<file path="config.mk">
export PLATFORM = sky130hd
export DESIGN_NAME = rational_arithmetic_unit_core_flat
export DESIGN_NICKNAME = d
export VERILOG_FILES = /design/src/rtl/rau_pkg.sv /design/src/rtl/rau_if.sv /design/src/rtl/rau_ctrl.sv /design/src/rtl/rau_dp.sv /design/src/rtl/rational_arithmetic_unit_core.sv /design/src/flat_wrapper.sv
export SDC_FILE = /design/constraint.sdc
export NUM_CORES = 2
export LEC_CHECK = 0
export ABC_AREA = 1
export BUFFER_PORTS_ARGS = -buffer_cell sky130_fd_sc_hd__buf_2
export CAP_MARGIN = 20
export CORE_MARGIN = 2
export CORE_UTILIZATION = 30
export DETAILED_ROUTE_END_ITERATION = 8
export GPL_ROUTABILITY_DRIVEN = 0
export GPL_TIMING_DRIVEN = 1
export HOLD_SLACK_MARGIN = 0.03
export PLACE_DENSITY = 0.46
export SLEW_MARGIN = 20
export SYNTH_ARGS = -nofsm -noshare
export SYNTH_HDL_FRONTEND = slang
export SYNTH_SLANG_ARGS = --single-unit
</file>
<file path="constraint.sdc">
create_clock -name clk -period 13.65 [get_ports clk]
set_clock_uncertainty 0.1 [all_clocks]
set_input_delay 1.365 -clock clk [delete_from_list [all_inputs] [get_ports clk]]
set_output_delay 1.365 -clock clk [all_outputs]
set_load 0.01 [all_outputs]
</file>
<file path="src/rtl/rau_pkg.sv">
// shared types and constants for the rational arithmetic unit
`timescale 1ns / 1ps
package rau_pkg;

  localparam int NUM_W = 33;
  localparam int DEN_W = 31;
  localparam int MAG_W = 32;

  typedef enum logic [1:0] {
    OP_ADD = 2'd0,
    OP_SUB = 2'd1,
    OP_MUL = 2'd2,
    OP_DIV = 2'd3
  } op_t;

  typedef enum logic [3:0] {
    ST_IDLE,
    ST_MUL,
    ST_COMB,
    ST_GCD_INIT,
    ST_GCD_STEP,
    ST_DIV_INIT,
    ST_DIV_STEP,
    ST_DIV_NEXT,
    ST_DONE
  } state_t;

  typedef struct packed {
    logic load;
    logic mul;
    logic comb;
    logic gcd_init;
    logic gcd_step;
    logic div_init;
    logic div_step;
    logic div_sel;
    logic div_swap;
    logic out_load;
  } cmd_t;

  typedef struct packed {
    logic err;
    logic zero;
    logic gcd_done;
    logic div_last;
  } stat_t;

endpackage

</file>
<file path="src/rtl/rau_if.sv">
// valid/ready channel interfaces for operands and results
`timescale 1ns / 1ps
interface rau_in_if #(parameter int W = 16);
  logic         valid;
  logic         ready;
  logic [1:0]   opcode;
  logic [W-1:0] a_num;
  logic [W-1:0] a_den;
  logic [W-1:0] b_num;
  logic [W-1:0] b_den;
  modport source (output valid, opcode, a_num, a_den, b_num, b_den, input ready);
  modport sink (input valid, opcode, a_num, a_den, b_num, b_den, output ready);
endinterface

interface rau_out_if;
  logic        valid;
  logic        ready;
  logic [32:0] res_num;
  logic [30:0] res_den;
  logic        div_error;
  modport source (output valid, res_num, res_den, div_error, input ready);
  modport sink (input valid, res_num, res_den, div_error, output ready);
endinterface

</file>
<file path="src/rtl/rau_ctrl.sv">
// sequencer for the rational arithmetic unit
`timescale 1ns / 1ps
module rau_ctrl
  import rau_pkg::*;
(
  input  logic  clk,
  input  logic  rst,
  input  logic  in_valid,
  output logic  in_ready,
  output logic  out_valid,
  input  logic  out_ready,
  input  stat_t stat,
  output cmd_t  cmd
);

  state_t state, state_next;
  logic   out_full;
  logic   den_pass;

  always_ff @(posedge clk) begin
    if (rst) begin
      state    <= ST_IDLE;
      out_full <= 1'b0;
      den_pass <= 1'b0;
    end else begin
      state <= state_next;
      if (cmd.out_load) out_full <= 1'b1;
      else if (out_ready) out_full <= 1'b0;
      if (cmd.div_init) den_pass <= 1'b0;
      else if (state == ST_DIV_NEXT) den_pass <= 1'b1;
    end
  end

  assign out_valid = out_full;

  always_comb begin
    state_next = state;
    case (state)
      ST_IDLE:     if (in_valid) state_next = ST_MUL;
      ST_MUL:      state_next = ST_COMB;
      ST_COMB:     state_next = (stat.err || stat.zero) ? ST_DONE : ST_GCD_INIT;
      ST_GCD_INIT: state_next = ST_GCD_STEP;
      ST_GCD_STEP: if (stat.gcd_done) state_next = ST_DIV_INIT;
      ST_DIV_INIT: state_next = ST_DIV_STEP;
      ST_DIV_STEP: if (stat.div_last) state_next = den_pass ? ST_DONE : ST_DIV_NEXT;
      ST_DIV_NEXT: state_next = ST_DIV_STEP;
      ST_DONE:     if (!out_full || out_ready) state_next = ST_IDLE;
      default:     state_next = ST_IDLE;
    endcase
  end

  always_comb begin
    cmd      = '0;
    in_ready = 1'b0;
    case (state)
      ST_IDLE: begin
        in_ready = 1'b1;
        cmd.load = in_valid;
      end
      ST_MUL:      cmd.mul = 1'b1;
      ST_COMB:     cmd.comb = 1'b1;
      ST_GCD_INIT: cmd.gcd_init = 1'b1;
      ST_GCD_STEP: cmd.gcd_step = 1'b1;
      ST_DIV_INIT: cmd.div_init = 1'b1;
      ST_DIV_STEP: begin
        cmd.div_step = 1'b1;
        cmd.div_sel  = den_pass;
      end
      ST_DIV_NEXT: begin
        cmd.div_swap = 1'b1;
        cmd.div_sel  = 1'b1;
      end
      ST_DONE:     cmd.out_load = !out_full || out_ready;
      default:     cmd = '0;
    endcase
  end

endmodule

</file>
<file path="src/rtl/rau_dp.sv">
// operand registers, cross products, gcd and restoring divider
`timescale 1ns / 1ps
module rau_dp
  import rau_pkg::*;
#(
  parameter int W = 16
) (
  input  logic              clk,
  input  cmd_t              cmd,
  output stat_t             stat,
  input  logic [1:0]        opcode,
  input  logic [W-1:0]      a_num,
  input  logic [W-1:0]      a_den,
  input  logic [W-1:0]      b_num,
  input  logic [W-1:0]      b_den,
  output logic [NUM_W-1:0]  res_num,
  output logic [DEN_W-1:0]  res_den,
  output logic              div_error
);

  localparam int PW = 2 * W;
  localparam int SW = PW + 1;
  localparam int MW = SW;
  localparam int CW = $clog2(MW + 1);

  op_t                 op;
  logic signed [W-1:0] an, ad, bn, bd;
  logic signed [PW-1:0] p0, p1, p2;
  logic                 err;
  logic                 zero;
  logic                 neg;
  logic [MW-1:0]        mag, den;
  logic [MW-1:0]        gx, gy;
  logic [CW-1:0]        gk;
  logic [MW-1:0]        dq, dr, dd;
  logic [CW-1:0]        cnt;
  logic [MW-1:0]        rmag, rden;
  logic                 gcd_busy;

  logic signed [SW-1:0] num_c, den_c, num_f, den_f;
  logic [MW:0]          trial;
  logic [MW:0]          rsh;

  always_ff @(posedge clk) begin
    if (cmd.load) begin
      op <= op_t'(opcode);
      an <= a_num;
      ad <= a_den;
      bn <= b_num;
      bd <= b_den;
      err <= (a_den == '0) || (b_den == '0) || ((op_t'(opcode) == OP_DIV) && (b_num == '0));
    end
    if (cmd.mul) begin
      case (op)
        OP_MUL: begin
          p0 <= an * bn;
          p1 <= '0;
          p2 <= ad * bd;
        end
        OP_DIV: begin
          p0 <= an * bd;
          p1 <= '0;
          p2 <= ad * bn;
        end
        default: begin
          p0 <= an * bd;
          p1 <= bn * ad;
          p2 <= ad * bd;
        end
      endcase
    end
  end

  always_comb begin
    if (op == OP_SUB) num_c = SW'(p0) - SW'(p1);
    else num_c = SW'(p0) + SW'(p1);
    den_c = SW'(p2);
    if (den_c < 0) begin
      num_f = -num_c;
      den_f = -den_c;
    end else begin
      num_f = num_c;
      den_f = den_c;
    end
  end

  // binary gcd: pull out common twos, halve an even side, else subtract odd from odd
  assign gcd_busy = (gx != gy);

  always_ff @(posedge clk) begin
    if (cmd.comb) begin
      zero <= (num_c == '0);
      neg  <= num_f < 0;
      mag  <= (num_f < 0) ? MW'(-num_f) : MW'(num_f);
      den  <= MW'(den_f);
    end
    if (cmd.gcd_init) begin
      gx <= mag;
      gy <= den;
      gk <= '0;
    end else if (cmd.gcd_step && gcd_busy) begin
      if (!gx[0] && !gy[0]) begin
        gx <= gx >> 1;
        gy <= gy >> 1;
        gk <= gk + 1'b1;
      end else if (!gx[0]) begin
        gx <= gx >> 1;
      end else if (!gy[0]) begin
        gy <= gy >> 1;
      end else if (gx > gy) begin
        gx <= gx - gy;
      end else begin
        gy <= gy - gx;
      end
    end
  end

  assign rsh   = {dr, dq[MW-1]};
  assign trial = rsh - {1'b0, dd};

  // restoring divider, one quotient bit per cycle, numerator then denominator
  always_ff @(posedge clk) begin
    if (cmd.div_init) begin
      dd   <= gx << gk;
      dq   <= mag;
      dr   <= '0;
      cnt  <= CW'(MW - 1);
    end else if (cmd.div_swap) begin
      rmag <= dq;
      dq   <= den;
      dr   <= '0;
      cnt  <= CW'(MW - 1);
    end else if (cmd.div_step) begin
      if (!trial[MW]) begin
        dr <= trial[MW-1:0];
        dq <= {dq[MW-2:0], 1'b1};
      end else begin
        dr <= rsh[MW-1:0];
        dq <= {dq[MW-2:0], 1'b0};
      end
      cnt <= cnt - 1'b1;
      if (cmd.div_sel && cnt == '0)
        rden <= {dq[MW-2:0], !trial[MW]};
    end
  end

  assign stat.err      = err;
  assign stat.zero     = (num_c == '0);
  assign stat.gcd_done = !gcd_busy;
  assign stat.div_last = (cnt == '0);

  always_ff @(posedge clk) begin
    if (cmd.out_load) begin
      if (err) begin
        res_num   <= '0;
        res_den   <= '0;
        div_error <= 1'b1;
      end else if (zero) begin
        res_num   <= '0;
        res_den   <= DEN_W'(1);
        div_error <= 1'b0;
      end else begin
        res_num   <= neg ? NUM_W'(-rmag) : NUM_W'(rmag);
        res_den   <= DEN_W'(rden);
        div_error <= 1'b0;
      end
    end
  end

endmodule

</file>
<file path="src/rtl/rational_arithmetic_unit_core.sv">
// rational arithmetic unit: add/sub/mul/div of fractions reduced to lowest terms
// binary gcd: one shift or subtract per cycle
// divider: one quotient bit per cycle, numerator then denominator
// throughput: one item at a time; next input transfer the cycle after the result is registered
// reset: synchronous active-high rst returns the sequencer to idle and clears output valid
`timescale 1ns / 1ps
module rational_arithmetic_unit_core
  import rau_pkg::*;
#(
  parameter int OPERAND_WIDTH = 16
) (
  input  logic      clk,
  input  logic      rst,
  rau_in_if.sink    in_ch,
  rau_out_if.source out_ch
);

  cmd_t  cmd;
  stat_t stat;

  rau_ctrl u_ctrl (
    .clk      (clk),
    .rst      (rst),
    .in_valid (in_ch.valid),
    .in_ready (in_ch.ready),
    .out_valid(out_ch.valid),
    .out_ready(out_ch.ready),
    .stat     (stat),
    .cmd      (cmd)
  );

  rau_dp #(.W(OPERAND_WIDTH)) u_dp (
    .clk      (clk),
    .cmd      (cmd),
    .stat     (stat),
    .opcode   (in_ch.opcode),
    .a_num    (in_ch.a_num),
    .a_den    (in_ch.a_den),
    .b_num    (in_ch.b_num),
    .b_den    (in_ch.b_den),
    .res_num  (out_ch.res_num),
    .res_den  (out_ch.res_den),
    .div_error(out_ch.div_error)
  );

  a_no_accept_when_full: assert property (@(posedge clk) disable iff (rst)
    (in_ch.valid && in_ch.ready) |-> !cmd.out_load)
    else $error("input transfer during result load");

  a_err_den_zero: assert property (@(posedge clk) disable iff (rst)
    (out_ch.valid && out_ch.div_error) |-> (out_ch.res_den == '0))
    else $error("error result with nonzero denominator");

  a_ok_den_nonzero: assert property (@(posedge clk) disable iff (rst)
    (out_ch.valid && !out_ch.div_error) |-> (out_ch.res_den != '0))
    else $error("valid result with zero denominator");

endmodule

</file>
<file path="src/flat_wrapper.sv">
// flat-port wrapper written by rule: the top's interface ports become plain ports
module rational_arithmetic_unit_core_flat import rau_pkg::*;
#(
  parameter int OPERAND_WIDTH = 16
)
  (clk, rst, in_ch_valid, in_ch_opcode, in_ch_a_num, in_ch_a_den, in_ch_b_num, in_ch_b_den, in_ch_ready, out_ch_valid, out_ch_res_num, out_ch_res_den, out_ch_div_error, out_ch_ready);
  rau_in_if #(.W(16)) in_ch_i ();
  rau_out_if out_ch_i ();
  input  logic clk;
  input  logic rst;
  input wire logic [$bits(in_ch_i.valid)-1:0] in_ch_valid;
  input wire logic [$bits(in_ch_i.opcode)-1:0] in_ch_opcode;
  input wire logic [$bits(in_ch_i.a_num)-1:0] in_ch_a_num;
  input wire logic [$bits(in_ch_i.a_den)-1:0] in_ch_a_den;
  input wire logic [$bits(in_ch_i.b_num)-1:0] in_ch_b_num;
  input wire logic [$bits(in_ch_i.b_den)-1:0] in_ch_b_den;
  output wire logic [$bits(in_ch_i.ready)-1:0] in_ch_ready;
  output wire logic [$bits(out_ch_i.valid)-1:0] out_ch_valid;
  output wire logic [$bits(out_ch_i.res_num)-1:0] out_ch_res_num;
  output wire logic [$bits(out_ch_i.res_den)-1:0] out_ch_res_den;
  output wire logic [$bits(out_ch_i.div_error)-1:0] out_ch_div_error;
  input wire logic [$bits(out_ch_i.ready)-1:0] out_ch_ready;
  assign in_ch_i.valid = in_ch_valid;
  assign in_ch_i.opcode = in_ch_opcode;
  assign in_ch_i.a_num = in_ch_a_num;
  assign in_ch_i.a_den = in_ch_a_den;
  assign in_ch_i.b_num = in_ch_b_num;
  assign in_ch_i.b_den = in_ch_b_den;
  assign in_ch_ready = in_ch_i.ready;
  assign out_ch_valid = out_ch_i.valid;
  assign out_ch_res_num = out_ch_i.res_num;
  assign out_ch_res_den = out_ch_i.res_den;
  assign out_ch_div_error = out_ch_i.div_error;
  assign out_ch_i.ready = out_ch_ready;
  rational_arithmetic_unit_core #(.OPERAND_WIDTH(OPERAND_WIDTH)) u_core (.clk(clk), .rst(rst), .in_ch(in_ch_i), .out_ch(out_ch_i));
endmodule
</file>
==> flow_summary.toml <==
[setup_path]
cp-end-kind = "register"
cp.required_ps = 13980
cpPeakStageDelay_ps = 780
slowest_stage = "o21ai_0"
endpoint = "u_core.u_dp.p2[25]"
cp-startpoint = "u_core.u_dp.bd[1]"
arrival_ps = 7780
r2r-start = "u_core.u_dp.bd[1]"
r2r_slack_ps = 6210
r2r-end = "u_core.u_dp.p2[25]"
path_class = "reg -> reg"
r2r_cells = 26
crit_path_max_fanout = 17
start_kind = "register"

[synth]
yosys_warnings = 0
synth-seq-cells = 543
syn_area_mm2 = 0.0744
synth.distinct_cells = 64
synth.net_count = 10906
netlist_instances = 9316
syn_avg_cell_area_um2 = 7.99
synth_edf_count = 492
synth_flop_cell = "edfxtp_1"
synth-seq-area-share_pct = 21.2
synthArstFlopShare_pct = 0

[layout]
area_growth_pct = 9.07
utilization_pct = 33.0
drive_above_1_share_pct = 5.28
mostFrequentLayoutCells = "2295 x inv_1, 2168 x nand2_1, 1052 x fa_1, 531 x nor2_1, 492 x edfxtp_1"
fillers = 26054
final_common_cell = "inv_1"
layout.nets = 10876

[sta]
setup_viol = 0
layout_min_cycle_time_ps = 7440
hold_viol_final = 0
final_max_slew_viol_count = 0
slew_headroom_pct = 23.4
fin_crit_sh_pct = 54.5
tightest_slew_ps = 1150
max_freq_mhz = 134
fin_setup_tns_ps = 0
rsz0062_at_grt = "no"

[cts]
clk_path_buf_depth = 3
clk_pin_slew_ps = 60
htree_levels = 3
numCtsBuffers = 73
cts_tree = "built"
cts_root_buf = "clkbuf_16"
cts_hold_buf = 0
clk_latency_ps = 710
cts_sinks = 543
cts_resized = 0
post-cts-setup-buffer-count = 0

[job]
max_cap_viol_count = 0

[global_route]
grt_start_max_net_pins = 91
track_usage_pct = 19.1
antenna_found_initial = 7
overflow = 0
grt_pass1_vias = 61513
grt_pass1_wl_mm = 369

[drt]
via_per_inst = 4.68
vias = 59277
wl_per_cell_um = 18.9
wl_mm = 239
firstDrtPassIters = 6
dr.first_iter.drc_count = 4164
ant_nets = 0
drc = 0

[floorplan]
die_width_um = 502
start_util_pct = 30.2
placementRows = 182
fp.dieH_um = 502
io_pins = 137
dieArea_mm2 = 0.252
core_area_mm2 = 0.246

[place]
io_buffer_count = 136
hpwlAfterDp_mm = 186

[run_status]
status = "completed"

[min_path]
min-delay-path-class = "reg -> reg"
hp-start = "u_core.u_dp.cnt[0]"
[cell type report]
cell class	instances	area [um^2]	share of cell area [%]
repair buffers	240	1490	1.83
inverters	2330	8750	10.8
clock inverters	37	480	0.592
flip-flops and latches	543	15800	19.5
clock buffers	95	1910	2.35
diodes	2	5.00	0.00617
multi-input cells	6098	48600	59.9
well taps	3312	4140	5.11
[worst max-delay path: cells and delay by family, from the launching register on]
family | cells | cell delay (ps)
buffers and inverters | 8 | 830
AND/OR/NAND/NOR | 1 | 90
adder cells (fa/ha/maj) | 7 | 3000
flip-flops | 1 | 350
AO/OA/AOI/OAI | 10 | 2790
[sequential cells by signal, indices dropped and copies added, names as in the netlist, 33 cells and up]
signal / flops
u_core.u_dp.dd: 33
u_core.u_dp.den: 33
u_core.u_dp.dq: 33
u_core.u_dp.dr: 33
u_core.u_dp.gx: 33
u_core.u_dp.gy: 33
u_core.u_dp.mag: 33
u_core.u_dp.res_num: 33
u_core.u_dp.rmag: 33
[kinds of logic after synthesis]
kind of cell	Yosys count	share of synthesized area [%]
xor gates and xnor gates	265	3.12
buffers and inverters	2675	13.6
and+or+nand+nor	3186	17.4
other	1	0.00504
DFF	543	21.2
muxes	15	0.202
AOI/OAI and AO/OA	1111	8.34
adders and majority gates	1520	36.2
[cell usage after synthesis (all sizes together), types with 62 or more instances]
library cell | instances | area, um^2
xor2 | 161 | 1410
nand4 | 62 | 388
nor2 | 556 | 2140
a21oi | 429 | 2170
inv | 2323 | 8720
o21ai | 441 | 2220
nand2 | 2199 | 8340
fa | 1052 | 21100
xnor2 | 104 | 911
edfxtp | 492 | 14800
nor3 | 78 | 400
clkbuf | 316 | 1190
o211ai | 66 | 495
nand3 | 210 | 1120
ha | 468 | 5860
[through the flow]
| stage | hold slack (ps) | cell area [um^2] | std cells | setup WS (ps) |
|---|---|---|---|---|
| after floorplan | 327 | 74400 | 9316 | 5340 |
| after global placement | 345 | 78700 | 12520 | 6040 |
| after detailed placement | 362 | 78700 | 12522 | 6350 |
| after CTS | 370 | 81100 | 12654 | 6320 |
| after global routing | 386 | 81100 | 12655 | 5880 |
| final | 370 | 81100 | 12657 | 6210 |
[layer usage]
layer,vias up,wire length [um],global-route usage (%)
met5,-,0,0
met4,0,7560,5.71
met3,270,11400,2.02
met2,1579,113000,32.3
met1,29240,107000,25.7
li1,28188,-,-
[worst min-delay path by stage]
stage | end | slack [ps] | cells past startpoint
after detailed placement | u_core.u_dp.cnt[0] | 360 | 2
final | u_core.u_dp.cnt[0] | 370 | 2
after global placement | u_core.u_dp.rmag[30] | 350 | 0
after floorplan | u_core.u_dp.rmag[30] | 330 | 0
after CTS | u_core.u_dp.cnt[0] | 370 | 2
after global routing | u_core.u_dp.dr[32] | 390 | 2
Power is not shown: default switching activity piles up to over one toggle a cycle in this logic, so the estimate is an artifact.
